[src/rtl/tst_pkg.sv]
// Package with the sizes, command and status codes and sequencer states of the timer slot table.
package tst_pkg;

  localparam int NUM_SLOTS    = 16;
  localparam int MAX_RESULTS  = 16;
  localparam int SLOT_W       = (NUM_SLOTS > 1) ? $clog2(NUM_SLOTS) : 1;
  localparam int CNT_W        = $clog2(NUM_SLOTS + 1);
  localparam int RES_W        = $clog2(MAX_RESULTS + 1);
  localparam int CMP_W        = (CNT_W > 4) ? CNT_W : 4;
  localparam int TIME_W       = 64;
  localparam int SLOT_FIELD_W = 4;
  localparam int CMD_W        = 3;
  localparam int STATUS_W     = 2;

  typedef enum logic [CMD_W-1:0] {
    CMD_ARM_ONESHOT  = 3'd0,
    CMD_ARM_PERIODIC = 3'd1,
    CMD_CANCEL       = 3'd2,
    CMD_MODIFY       = 3'd3,
    CMD_TICK         = 3'd4
  } cmd_t;

  typedef enum logic [STATUS_W-1:0] {
    STAT_OK          = 2'd0,
    STAT_NO_FREE     = 2'd1,
    STAT_INACTIVE    = 2'd2,
    STAT_ZERO_PERIOD = 2'd3
  } status_t;

  typedef enum logic [2:0] {
    S_IDLE,
    S_ARM,
    S_EDIT,
    S_TICK_RD,
    S_TICK_CMP,
    S_RESP
  } state_t;

endpackage

[src/rtl/tst_ram.sv]
// Generic single-write, single-read RAM with a registered read port.
module tst_ram #(
  parameter int WIDTH = 64,
  parameter int DEPTH = 16
) (
  input  logic                                          clk,
  input  logic                                          we,
  input  logic [((DEPTH > 1) ? $clog2(DEPTH) : 1)-1:0] waddr,
  input  logic [WIDTH-1:0]                              wdata,
  input  logic [((DEPTH > 1) ? $clog2(DEPTH) : 1)-1:0] raddr,
  output logic [WIDTH-1:0]                              rdata
);

  logic [WIDTH-1:0] mem [DEPTH];

  always_ff @(posedge clk) begin
    if (we) begin
      mem[waddr] <= wdata;
    end
    rdata <= mem[raddr];
  end

endmodule

[src/rtl/timer_slot_table.sv]
// Top level of the timer slot table: command sequencer, slot flags and deadline/period RAMs.
//
// The block keeps NUM_SLOTS software timers. Commands arrive as beats on the in_ channel
// (command in in_tuser, operands in in_tdata) and each command produces one or more
// result beats on the out_ channel; out_tlast marks the final beat of a command.
// Arm commands take the lowest free slot, cancel and modify act on the named slot,
// and a tick compares the current time with every active slot in slot order and
// reports each expired timer in its own beat (or one empty beat if none expired).
//
// in_tready is high only while the sequencer is idle. Cancel and modify pass through the
// edit state to the result register; an unknown command and a zero-period arm periodic go
// straight from idle to the response state. An arm walks the slot flags one slot per cycle.
// A tick reads the deadline and period RAMs one slot at a time: a read state for the
// registered RAM read, then a compare state for the shared 64-bit compare and add.
//
// Reset clears all active and periodic flags, so every slot is free; the RAM contents
// are not cleared, since a slot's entries are always written when it is armed.
// When the receiver stalls, the finished beat waits in the output register; a tick that
// finds another expiry while a beat is still waiting holds until the beat is taken.
module timer_slot_table
  import tst_pkg::*;
(
  input  logic         clk,
  input  logic         rst_n,
  input  logic         in_tvalid,
  output logic         in_tready,
  // in_tdata: slot [3:0], time_value [67:4], period_value [131:68], now [195:132].
  input  logic [199:0] in_tdata,
  // in_tuser: command [2:0].
  input  logic [2:0]   in_tuser,
  output logic         out_tvalid,
  input  logic         out_tready,
  // out_tdata: status [1:0], result_slot [5:2].
  output logic [7:0]   out_tdata,
  // out_tuser: expired [0].
  output logic [0:0]   out_tuser,
  output logic         out_tlast
);

  state_t                  state_r, state_nxt;
  cmd_t                    cmd_r, cmd_nxt;
  logic [SLOT_FIELD_W-1:0] slot_r, slot_nxt;
  logic [TIME_W-1:0]       tv_r, tv_nxt;
  logic [TIME_W-1:0]       pv_r, pv_nxt;
  logic [TIME_W-1:0]       now_r, now_nxt;
  logic [CNT_W-1:0]        idx_r, idx_nxt;
  logic [NUM_SLOTS-1:0]    active_r, active_nxt;
  logic [NUM_SLOTS-1:0]    periodic_r, periodic_nxt;
  logic                    pend_r, pend_nxt;
  logic [SLOT_FIELD_W-1:0] pend_slot_r, pend_slot_nxt;
  logic [RES_W-1:0]        cnt_r, cnt_nxt;

  status_t                 res_status_r, res_status_nxt;
  logic [SLOT_FIELD_W-1:0] res_slot_r, res_slot_nxt;
  logic                    res_exp_r, res_exp_nxt;

  logic                    out_valid_r, out_valid_nxt;
  status_t                 out_status_r, out_status_nxt;
  logic [SLOT_FIELD_W-1:0] out_slot_r, out_slot_nxt;
  logic                    out_exp_r, out_exp_nxt;
  logic                    out_last_r, out_last_nxt;

  logic              dl_we, per_we;
  logic [SLOT_W-1:0] dl_waddr, per_waddr, ram_raddr;
  logic [TIME_W-1:0] dl_wdata, per_wdata, dl_rdata, per_rdata;

  logic              out_free;
  logic              idx_last;
  logic [SLOT_W-1:0] idx_slot;
  logic [SLOT_W-1:0] cmd_slot;
  logic              edit_ok;
  logic              tick_hit;

  tst_ram #(.WIDTH(TIME_W), .DEPTH(NUM_SLOTS)) u_deadline_ram (
    .clk   (clk),
    .we    (dl_we),
    .waddr (dl_waddr),
    .wdata (dl_wdata),
    .raddr (ram_raddr),
    .rdata (dl_rdata)
  );

  tst_ram #(.WIDTH(TIME_W), .DEPTH(NUM_SLOTS)) u_period_ram (
    .clk   (clk),
    .we    (per_we),
    .waddr (per_waddr),
    .wdata (per_wdata),
    .raddr (ram_raddr),
    .rdata (per_rdata)
  );

  assign in_tready  = (state_r == S_IDLE);
  assign out_tvalid = out_valid_r;
  assign out_tdata  = {2'b00, out_slot_r, out_status_r};
  assign out_tuser  = out_exp_r;
  assign out_tlast  = out_last_r;

  assign out_free  = !out_valid_r || out_tready;
  assign idx_slot  = idx_r[SLOT_W-1:0];
  assign idx_last  = (idx_r == CNT_W'(NUM_SLOTS - 1));
  assign cmd_slot  = SLOT_W'(slot_r);
  assign ram_raddr = idx_slot;
  // A slot number beyond the table counts as an inactive slot.
  assign edit_ok   = (CMP_W'(slot_r) < CMP_W'(NUM_SLOTS)) && active_r[cmd_slot];
  // The shared compare: an active slot has expired once now reaches its deadline.
  assign tick_hit  = active_r[idx_slot] && (now_r >= dl_rdata);

  always_comb begin
    state_nxt      = state_r;
    cmd_nxt        = cmd_r;
    slot_nxt       = slot_r;
    tv_nxt         = tv_r;
    pv_nxt         = pv_r;
    now_nxt        = now_r;
    idx_nxt        = idx_r;
    active_nxt     = active_r;
    periodic_nxt   = periodic_r;
    pend_nxt       = pend_r;
    pend_slot_nxt  = pend_slot_r;
    cnt_nxt        = cnt_r;
    res_status_nxt = res_status_r;
    res_slot_nxt   = res_slot_r;
    res_exp_nxt    = res_exp_r;
    out_valid_nxt  = out_valid_r && !out_tready;
    out_status_nxt = out_status_r;
    out_slot_nxt   = out_slot_r;
    out_exp_nxt    = out_exp_r;
    out_last_nxt   = out_last_r;
    dl_we          = 1'b0;
    dl_waddr       = idx_slot;
    dl_wdata       = tv_r;
    per_we         = 1'b0;
    per_waddr      = idx_slot;
    per_wdata      = tv_r;

    case (state_r)
      S_IDLE: begin
        if (in_tvalid) begin
          cmd_nxt        = cmd_t'(in_tuser);
          slot_nxt       = in_tdata[3:0];
          tv_nxt         = in_tdata[67:4];
          pv_nxt         = in_tdata[131:68];
          now_nxt        = in_tdata[195:132];
          idx_nxt        = '0;
          pend_nxt       = 1'b0;
          cnt_nxt        = '0;
          res_status_nxt = STAT_OK;
          res_slot_nxt   = '0;
          res_exp_nxt    = 1'b0;
          case (cmd_t'(in_tuser))
            CMD_ARM_ONESHOT: state_nxt = S_ARM;
            CMD_ARM_PERIODIC: begin
              // The zero period check comes before the free slot search.
              if (in_tdata[67:4] == '0) begin
                res_status_nxt = STAT_ZERO_PERIOD;
                state_nxt      = S_RESP;
              end else begin
                state_nxt = S_ARM;
              end
            end
            CMD_CANCEL, CMD_MODIFY: state_nxt = S_EDIT;
            CMD_TICK:               state_nxt = S_TICK_RD;
            default:                state_nxt = S_RESP;
          endcase
        end
      end

      S_ARM: begin
        if (!active_r[idx_slot]) begin
          active_nxt[idx_slot]   = 1'b1;
          periodic_nxt[idx_slot] = (cmd_r == CMD_ARM_PERIODIC);
          dl_we                  = 1'b1;
          per_we                 = 1'b1;
          per_wdata              = (cmd_r == CMD_ARM_PERIODIC) ? tv_r : '0;
          res_status_nxt         = STAT_OK;
          res_slot_nxt           = SLOT_FIELD_W'(idx_r);
          state_nxt              = S_RESP;
        end else if (idx_last) begin
          res_status_nxt = STAT_NO_FREE;
          state_nxt      = S_RESP;
        end else begin
          idx_nxt = idx_r + 1'b1;
        end
      end

      S_EDIT: begin
        res_slot_nxt = slot_r;
        state_nxt    = S_RESP;
        if (!edit_ok) begin
          res_status_nxt = STAT_INACTIVE;
        end else begin
          res_status_nxt = STAT_OK;
          if (cmd_r == CMD_CANCEL) begin
            active_nxt[cmd_slot]   = 1'b0;
            periodic_nxt[cmd_slot] = 1'b0;
          end else begin
            dl_we     = 1'b1;
            dl_waddr  = cmd_slot;
            per_we    = periodic_r[cmd_slot];
            per_waddr = cmd_slot;
            per_wdata = pv_r;
          end
        end
      end

      S_TICK_RD: begin
        state_nxt = S_TICK_CMP;
      end

      S_TICK_CMP: begin
        if (tick_hit) begin
          // The held expiry goes out now, since a later one follows it.
          if (!(pend_r && !out_free)) begin
            if (pend_r) begin
              out_valid_nxt  = 1'b1;
              out_status_nxt = STAT_OK;
              out_slot_nxt   = pend_slot_r;
              out_exp_nxt    = 1'b1;
              out_last_nxt   = 1'b0;
            end
            if (periodic_r[idx_slot]) begin
              dl_we    = 1'b1;
              dl_wdata = dl_rdata + per_rdata;
            end else begin
              active_nxt[idx_slot] = 1'b0;
            end
            pend_nxt      = 1'b1;
            pend_slot_nxt = SLOT_FIELD_W'(idx_r);
            cnt_nxt       = cnt_r + 1'b1;
            if (idx_last || (cnt_r == RES_W'(MAX_RESULTS - 1))) begin
              res_status_nxt = STAT_OK;
              res_slot_nxt   = SLOT_FIELD_W'(idx_r);
              res_exp_nxt    = 1'b1;
              state_nxt      = S_RESP;
            end else begin
              idx_nxt   = idx_r + 1'b1;
              state_nxt = S_TICK_RD;
            end
          end
        end else if (idx_last) begin
          res_status_nxt = STAT_OK;
          res_slot_nxt   = pend_r ? pend_slot_r : '0;
          res_exp_nxt    = pend_r;
          state_nxt      = S_RESP;
        end else begin
          idx_nxt   = idx_r + 1'b1;
          state_nxt = S_TICK_RD;
        end
      end

      S_RESP: begin
        if (out_free) begin
          out_valid_nxt  = 1'b1;
          out_status_nxt = res_status_r;
          out_slot_nxt   = res_slot_r;
          out_exp_nxt    = res_exp_r;
          out_last_nxt   = 1'b1;
          state_nxt      = S_IDLE;
        end
      end

      default: state_nxt = S_IDLE;
    endcase
  end

  always_ff @(posedge clk) begin
    if (!rst_n) begin
      state_r     <= S_IDLE;
      active_r    <= '0;
      periodic_r  <= '0;
      out_valid_r <= 1'b0;
      pend_r      <= 1'b0;
      idx_r       <= '0;
      cnt_r       <= '0;
    end else begin
      state_r     <= state_nxt;
      active_r    <= active_nxt;
      periodic_r  <= periodic_nxt;
      out_valid_r <= out_valid_nxt;
      pend_r      <= pend_nxt;
      idx_r       <= idx_nxt;
      cnt_r       <= cnt_nxt;
    end
  end

  always_ff @(posedge clk) begin
    cmd_r        <= cmd_nxt;
    slot_r       <= slot_nxt;
    tv_r         <= tv_nxt;
    pv_r         <= pv_nxt;
    now_r        <= now_nxt;
    pend_slot_r  <= pend_slot_nxt;
    res_status_r <= res_status_nxt;
    res_slot_r   <= res_slot_nxt;
    res_exp_r    <= res_exp_nxt;
    out_status_r <= out_status_nxt;
    out_slot_r   <= out_slot_nxt;
    out_exp_r    <= out_exp_nxt;
    out_last_r   <= out_last_nxt;
  end

endmodule

[config.mk]
export PLATFORM = sky130hd
export DESIGN_NAME = timer_slot_table
export DESIGN_NICKNAME = d
export VERILOG_FILES = /design/src/rtl/tst_pkg.sv /design/src/rtl/tst_ram.sv /design/src/rtl/timer_slot_table.sv
export SDC_FILE = /design/constraint.sdc
export NUM_CORES = 2
export LEC_CHECK = 0
export BUFFER_PORTS_ARGS = -buffer_cell sky130_fd_sc_hd__buf_2
export CAP_MARGIN = 20
export CORE_MARGIN = 3
export CORE_UTILIZATION = 50
export CTS_CLUSTER_DIAMETER = 30
export DETAILED_ROUTE_END_ITERATION = 10
export HOLD_SLACK_MARGIN = 0.08
export PLACE_DENSITY = 0.67
export SLEW_MARGIN = 0
export SYNTH_ARGS = -nofsm -noshare
export SYNTH_HDL_FRONTEND = slang
export SYNTH_SLANG_ARGS = --single-unit
[constraint.sdc]
create_clock -name clk -period 15.1 [get_ports clk]
set_clock_uncertainty 0.1 [all_clocks]
set_input_delay 3.02 -clock clk [delete_from_list [all_inputs] [get_ports clk]]
set_output_delay 3.02 -clock clk [all_outputs]
set_load 0.05 [all_outputs]
# == Yosys cells after proc, flatten, opt, wreduce, memory -nomap -nowiden ==
# Memories as Yosys holds them, arrays and structs flattened. A register that Yosys moved wholly into a read port is not among the register bits.
# Index checks and enable logic that the tools add are counted.
# word_totals
ff_bits,265
ram_bits,2048
input_bits,207
word_cells,220
n_memories,2
# classes
n_addsub,3
magnitude_cmp,5
eq_ne,28
mux,124
n_bitwise,7
n_reduce_logical,31
# memory_table
memory,depth,word_bits,read_ports,rd_clocked_by_memory_dff,write_ports,line_no,text
u_deadline_ram.mem,16,64,1,1,1,tst_ram.sv:14,logic [WIDTH-1:0] mem [DEPTH];
u_period_ram.mem,16,64,1,1,1,tst_ram.sv:14,
# op_table
op,count
2-to-1 mux 64 bit,8
2-to-1 mux 16 bit,9
case mux 64 bit (2 select lines),1
adder 64 bit,1
>= comparator 64 bit,1
zero test 64 bit,1
2-to-1 mux 4 bit,14
AND 16 bit,3
case mux 16 bit (3 select lines),1
2-to-1 mux 5 bit,8
2-to-1 mux 1 bit,37
inverter 16 bit,2
case mux 16 bit (2 select lines),1
2-to-1 mux 2 bit,14
2-to-1 mux 3 bit,9
"inequality test 2 bit, second input constant",10
case mux 3 bit (6 select lines),1
binary-select mux 1 bit (select 4 bit),4
bitwise mux 16 bit,1
bitwise OR 16 bit,1
case mux 4 bit (4 select lines),1
"== test 3 x 2 -> 1 bit, second input constant",5
"inequality test 3 bit, second input constant",5
case mux 5 bit (3 select lines),1
29 further kinds,59

# == Depth between registers and ports, before layout ==
# depth
word_depth,10
depth_mapped,17

# == Cells and area by module ==
# From an unflattened synthesis, not the netlist that was laid out.
# hier_totals
cells_unflattened,5014
area_unflattened_um2,96034.6
# by_module_without_submodules
module,instances,cells_per_inst,area_per_inst_um2,seq_area_each_um2
tst_ram,2,1647,39581.7,32030.7
timer_slot_table,1,1720,16871.2,7487.2

# == Worst setup path after synthesis ==
# OpenSTA, ideal clock, no wires.
# synth_path
path_type,input port to flip-flop
start,in in_tvalid
end,reg cmd_r[0] (enable)
setup_time_ns,0.582
t_arrival_ns,7.552
required_time_ns,14.418
setup_slack_ns,6.866
path_stages,1
cell_sequence,and2_1
# synth_between
elab_chain_cells,1
# synth_lines
item,line_no,text
"start, declared",timer_slot_table.sv:25,"input logic in_tvalid,"
AND reduction 2 bit (no line),n/a,
"end signal, assigned",timer_slot_table.sv:287,cmd_r <= cmd_nxt;
"end, declared",timer_slot_table.sv:41,"cmd_t cmd_r, cmd_nxt;"
# Every way passes these cells.
# A chain may end at the register's enable or synchronous reset.

# == Final worst setup path ==
# layout_path
start,reg now_r[61]
end,mem u_deadline_ram.mem[2][6] (enable)
# layout_between
elab_chain_cells,6
# layout_lines
item,line_no,text
"start, declared",timer_slot_table.sv:45,"logic [TIME_W-1:0] now_r, now_nxt;"
"start signal, assigned",timer_slot_table.sv:291,now_r <= now_nxt;
>= comparator 64 bit,timer_slot_table.sv:106,assign tick_hit = active_r[idx_slot] && (now_r >= dl_rdata);
logical AND 1 bit,timer_slot_table.sv:106,
2-to-1 mux 1 bit,timer_slot_table.sv:211,if (tick_hit) begin
case mux 1 bit (3 select lines),timer_slot_table.sv:136,case (state_r)
2-to-1 mux 1 bit,tst_ram.sv:17,if (we) begin
2-to-1 mux 1 bit (not written as such),tst_ram.sv:18,mem[waddr] <= wdata;
"end, declared",tst_ram.sv:14,
# Every way passes these cells.

==> impl_metrics.yaml <==
status:
  status: "finished, final reports clean"
synth:
  postSynthCellCount: 4608
  synth_edf_count: 2266
  synth.distinct_cells: 78
  number_of_flip_flops_and_latches_in_the_synthesized_netlist: 2441
  syn-cell-area_um2: 95640
  synth_flop_cell: "sky130_fd_sc_hd__edfxtp_1"
  synthArstFlopShare: 0
  synth.yosys.warnings: 0
  postSynthAreaPerCell_um2: 20.75
  synth_sequential_area_ratio: 0.7481
clocking:
  clockRootBuffer: "sky130_fd_sc_hd__clkbuf_16"
  clk_transition_reported_paths_ns: 0.05
  clk_lat_worst_skew_ns: 0.96
  cts.htree.levels: 5
  cts_tree: "built"
  postCtsResizedCells: 0
  cts.repair_timing.setup_buffer_count: 0
  clock_sinks: 2441
  clock_path_buffers: 4
  cts_made_buffers: 458
  ctsHoldBuffers: 0
grt:
  grt_start_max_net_pins: 154
  globalRouteTotalUtil: 0.2557
  first_pass_grt_wire_length_um: 359400
  number_of_antenna_violations_at_the_first_check_in_global_routing: 5
  grt.met3_usage: 0.05027
  global_route.peak_usage_layer: "met2"
  number_of_global_route_vias_before_repair: 50370
  grt.overflow.total: 0
  groute.layer.met2.usage: 0.4132
  met1_usage: 0.3457
floorplanning:
  number_of_ports_placed_on_the_die_boundary: 219
  rows: 159
  core_area_um2: 189000
  die_h_um: 443.4
  die_area_um2: 196600
  die_width_um: 443.4
  initial_core_util: 0.5060
finish:
  nFillCells: 12911
  fin_cells: 8102
  drive_above_1_share: 0.3262
  num-nets-final: 5564
  layout.core_utilization: 0.6132
  area.growth.synth_to_final_pct: 21.18
route:
  post-route-drc-count: 0
  ant_nets: 0
  routed-via-count: 50137
  drt-initial-drc-count: 6338
  drt_pass1_iterations: 6
  viasPerCell: 6.188
  wl_um: 251500
  routed_wire_length_per_instance_um: 31.04
power:
  report.power.total_w: 0.02443
  powerDensity_nw_per_um2: 210.8
  leakagePower_nw: 38.74
  vdd_ir_drop_max_v: 0.0001357
timing:
  max_slew_margin: 0.1703
  setup_viol: 0
  timing_hold_violations_final: 0
  whs_ns: 0.3705
  final_max_slew_viol_count: 0
  grt_setup_unrepaired: "false"
  final.setup.tns_ns: 0
  final_period_minus_worst_setup_slack_ns: 7.173
  final.period_utilization: 0.4751
  worstMarginPinSlew_ns: 1.245
  timing.fmax_mhz: 139.4
placed_design:
  buffer_ports.inserted: 212
  finalWeightedCongestion: 0.8816
  count_of_placed_standard_cells_including_taps: 7254
  hpwl_um: 141300
worst_setup_path:
  critical_path.max_fanout: 42
  critPathArrivalTime_ns: 7.59
  worstSetupEndpointType: "register"
  critical_setup_path_kind: "register to register"
  critical_path.startpoint_type: "register"
  timing.critical_path.required_ns: 15.51
min_path:
  class_of_the_tightest_hold_or_removal_check: "register to register"
flow_run:
  timing.max_cap.violations: 0
==> per-stage QoR <==
| step | instance area [µm²] | setup slack [ns] |
|---|---|---|
| 2_1_floorplan | 95640 | 6.866 |
| 3_3_place_gp | 100500 | 7.537 |
| 3_5_place_dp | 100500 | 7.532 |
| 4_1_cts | 115800 | 8.067 |
| 5_1_grt | 115900 | 7.945 |
| 6_report | 115900 | 7.927 |
==> synthesized netlist by cell type, types with 12 or more instances <==
master / instances / area share
sky130_fd_sc_hd__nand2_1: 147 / 0.0058
sky130_fd_sc_hd__nand4_1: 25 / 0.0016
sky130_fd_sc_hd__a21o_1: 64 / 0.0050
sky130_fd_sc_hd__buf_1: 68 / 0.0027
sky130_fd_sc_hd__inv_1: 89 / 0.0035
sky130_fd_sc_hd__nor2b_1: 18 / 0.0012
sky130_fd_sc_hd__xor2_1: 34 / 0.0031
sky130_fd_sc_hd__edfxtp_1: 2266 / 0.71
sky130_fd_sc_hd__a31oi_1: 46 / 0.0030
sky130_fd_sc_hd__o21ai_0: 156 / 0.0082
sky130_fd_sc_hd__a21oi_1: 83 / 0.0043
sky130_fd_sc_hd__dfxtp_1: 175 / 0.037
sky130_fd_sc_hd__clkbuf_1: 136 / 0.0053
sky130_fd_sc_hd__a22o_1: 65 / 0.0060
sky130_fd_sc_hd__nand3_1: 17 / 0.00089
sky130_fd_sc_hd__nand2b_1: 15 / 0.00098
sky130_fd_sc_hd__and3_1: 16 / 0.0010
sky130_fd_sc_hd__xnor2_1: 26 / 0.0024
sky130_fd_sc_hd__mux4_2: 659 / 0.16
sky130_fd_sc_hd__a211oi_1: 12 / 0.00094
sky130_fd_sc_hd__ha_1: 135 / 0.018
sky130_fd_sc_hd__o21a_1: 22 / 0.0017
sky130_fd_sc_hd__o311ai_0: 15 / 0.0014
sky130_fd_sc_hd__nor4_1: 18 / 0.0012
sky130_fd_sc_hd__and2_1: 16 / 0.0010
sky130_fd_sc_hd__nor3_1: 18 / 0.00094
sky130_fd_sc_hd__nor2_1: 129 / 0.0051
sky130_fd_sc_hd__buf_2: 13 / 0.00068
==> cell usage in the layout, fill, tap and decap left out, types with 82 or more instances in the layout <==
cell	instances
sky130_fd_sc_hd__clkbuf_16	460
sky130_fd_sc_hd__edfxtp_1	2266
sky130_fd_sc_hd__dfxtp_1	172
sky130_fd_sc_hd__a21oi_1	82
sky130_fd_sc_hd__buf_4	161
sky130_fd_sc_hd__buf_2	212
sky130_fd_sc_hd__nand2_1	147
sky130_fd_sc_hd__o21ai_0	156
sky130_fd_sc_hd__mux4_2	659
sky130_fd_sc_hd__inv_1	89
sky130_fd_sc_hd__nor2_1	97
sky130_fd_sc_hd__ha_1	135
==> worst max-delay path, cell delays in order, from the launching register on <==
cell and delay (ns):
sky130_fd_sc_hd__edfxtp_1 0.51, sky130_fd_sc_hd__ha_1 0.37, sky130_fd_sc_hd__a21o_1 0.18, sky130_fd_sc_hd__a21o_1 0.17, sky130_fd_sc_hd__a21oi_1 0.38, sky130_fd_sc_hd__o21ai_0 0.33
sky130_fd_sc_hd__nor4b_1 0.83, sky130_fd_sc_hd__o21ai_0 0.19, sky130_fd_sc_hd__a21oi_1 0.81, sky130_fd_sc_hd__or4_1 0.52, sky130_fd_sc_hd__o21ai_0 0.28, sky130_fd_sc_hd__a32oi_1 0.98
sky130_fd_sc_hd__nor2_4 0.44, sky130_fd_sc_hd__buf_4 0.56
==> worst paths after layout <==
kind / start / endpoint / slack [ns] / depth (start not counted)
max: now_r[61] / u_deadline_ram.mem[2][6] / 7.93 / 13
min: cnt_r[4] / cnt_r[4] / 0.37 / 2
max reg2reg: now_r[61] / u_deadline_ram.mem[2][6] / 7.93 / 13
min reg2reg: cnt_r[4] / cnt_r[4] / 0.37 / 2
==> power by group <==
group          switching [W]  internal, W
sequential          0.000538      0.00865
combinational        0.00309      0.00216
clock                0.00333      0.00666
==> flip-flops by register name, indices dropped and copies added, names as in the netlist, 16 cells and up <==
register / cells
periodic_r: 16
u_deadline_ram.mem: 1024
tv_r: 64
u_deadline_ram.rdata: 64
active_r: 16
u_period_ram.mem: 1024
u_period_ram.rdata: 64
pv_r: 64
now_r: 64
==> cell type report <==
class | count | area [µm²] | area share
flip-flops and latches | 2441 | 71560 | 0.6175
multi-input cells | 1852 | 23160 | 0.1999
clock buffers | 547 | 12120 | 0.1046
clock inverters | 293 | 3226 | 0.02783
well taps | 2495 | 3122 | 0.02694
repair buffers | 376 | 2337 | 0.02017
inverters | 92 | 352.8 | 0.003044
diodes | 6 | 15.01 | 0.0001296
==> cells by family after synthesis <==
kind of cell / Yosys count / share of synthesized area
buffers and inverters: 316 / 0.01296
AO/OA/AOI/OAI: 543 / 0.03764
other: 1 / 0.00003921
multiplexers: 666 / 0.1560
flip-flops: 2441 / 0.7481
XOR/XNOR: 60 / 0.005495
AND/OR/NAND/NOR: 445 / 0.02190
adder cells (fa/ha/maj): 136 / 0.01787
==> routing by layer <==
layer,up-vias,routed length [µm],share of wire
met5,-,13,0.000052
met4,2,10140,0.040
met3,445,21090,0.084
met2,2645,124600,0.50
met1,26363,95620,0.38
li1,20682,-,-
Note: power is estimated with default switching activity, not from simulation.
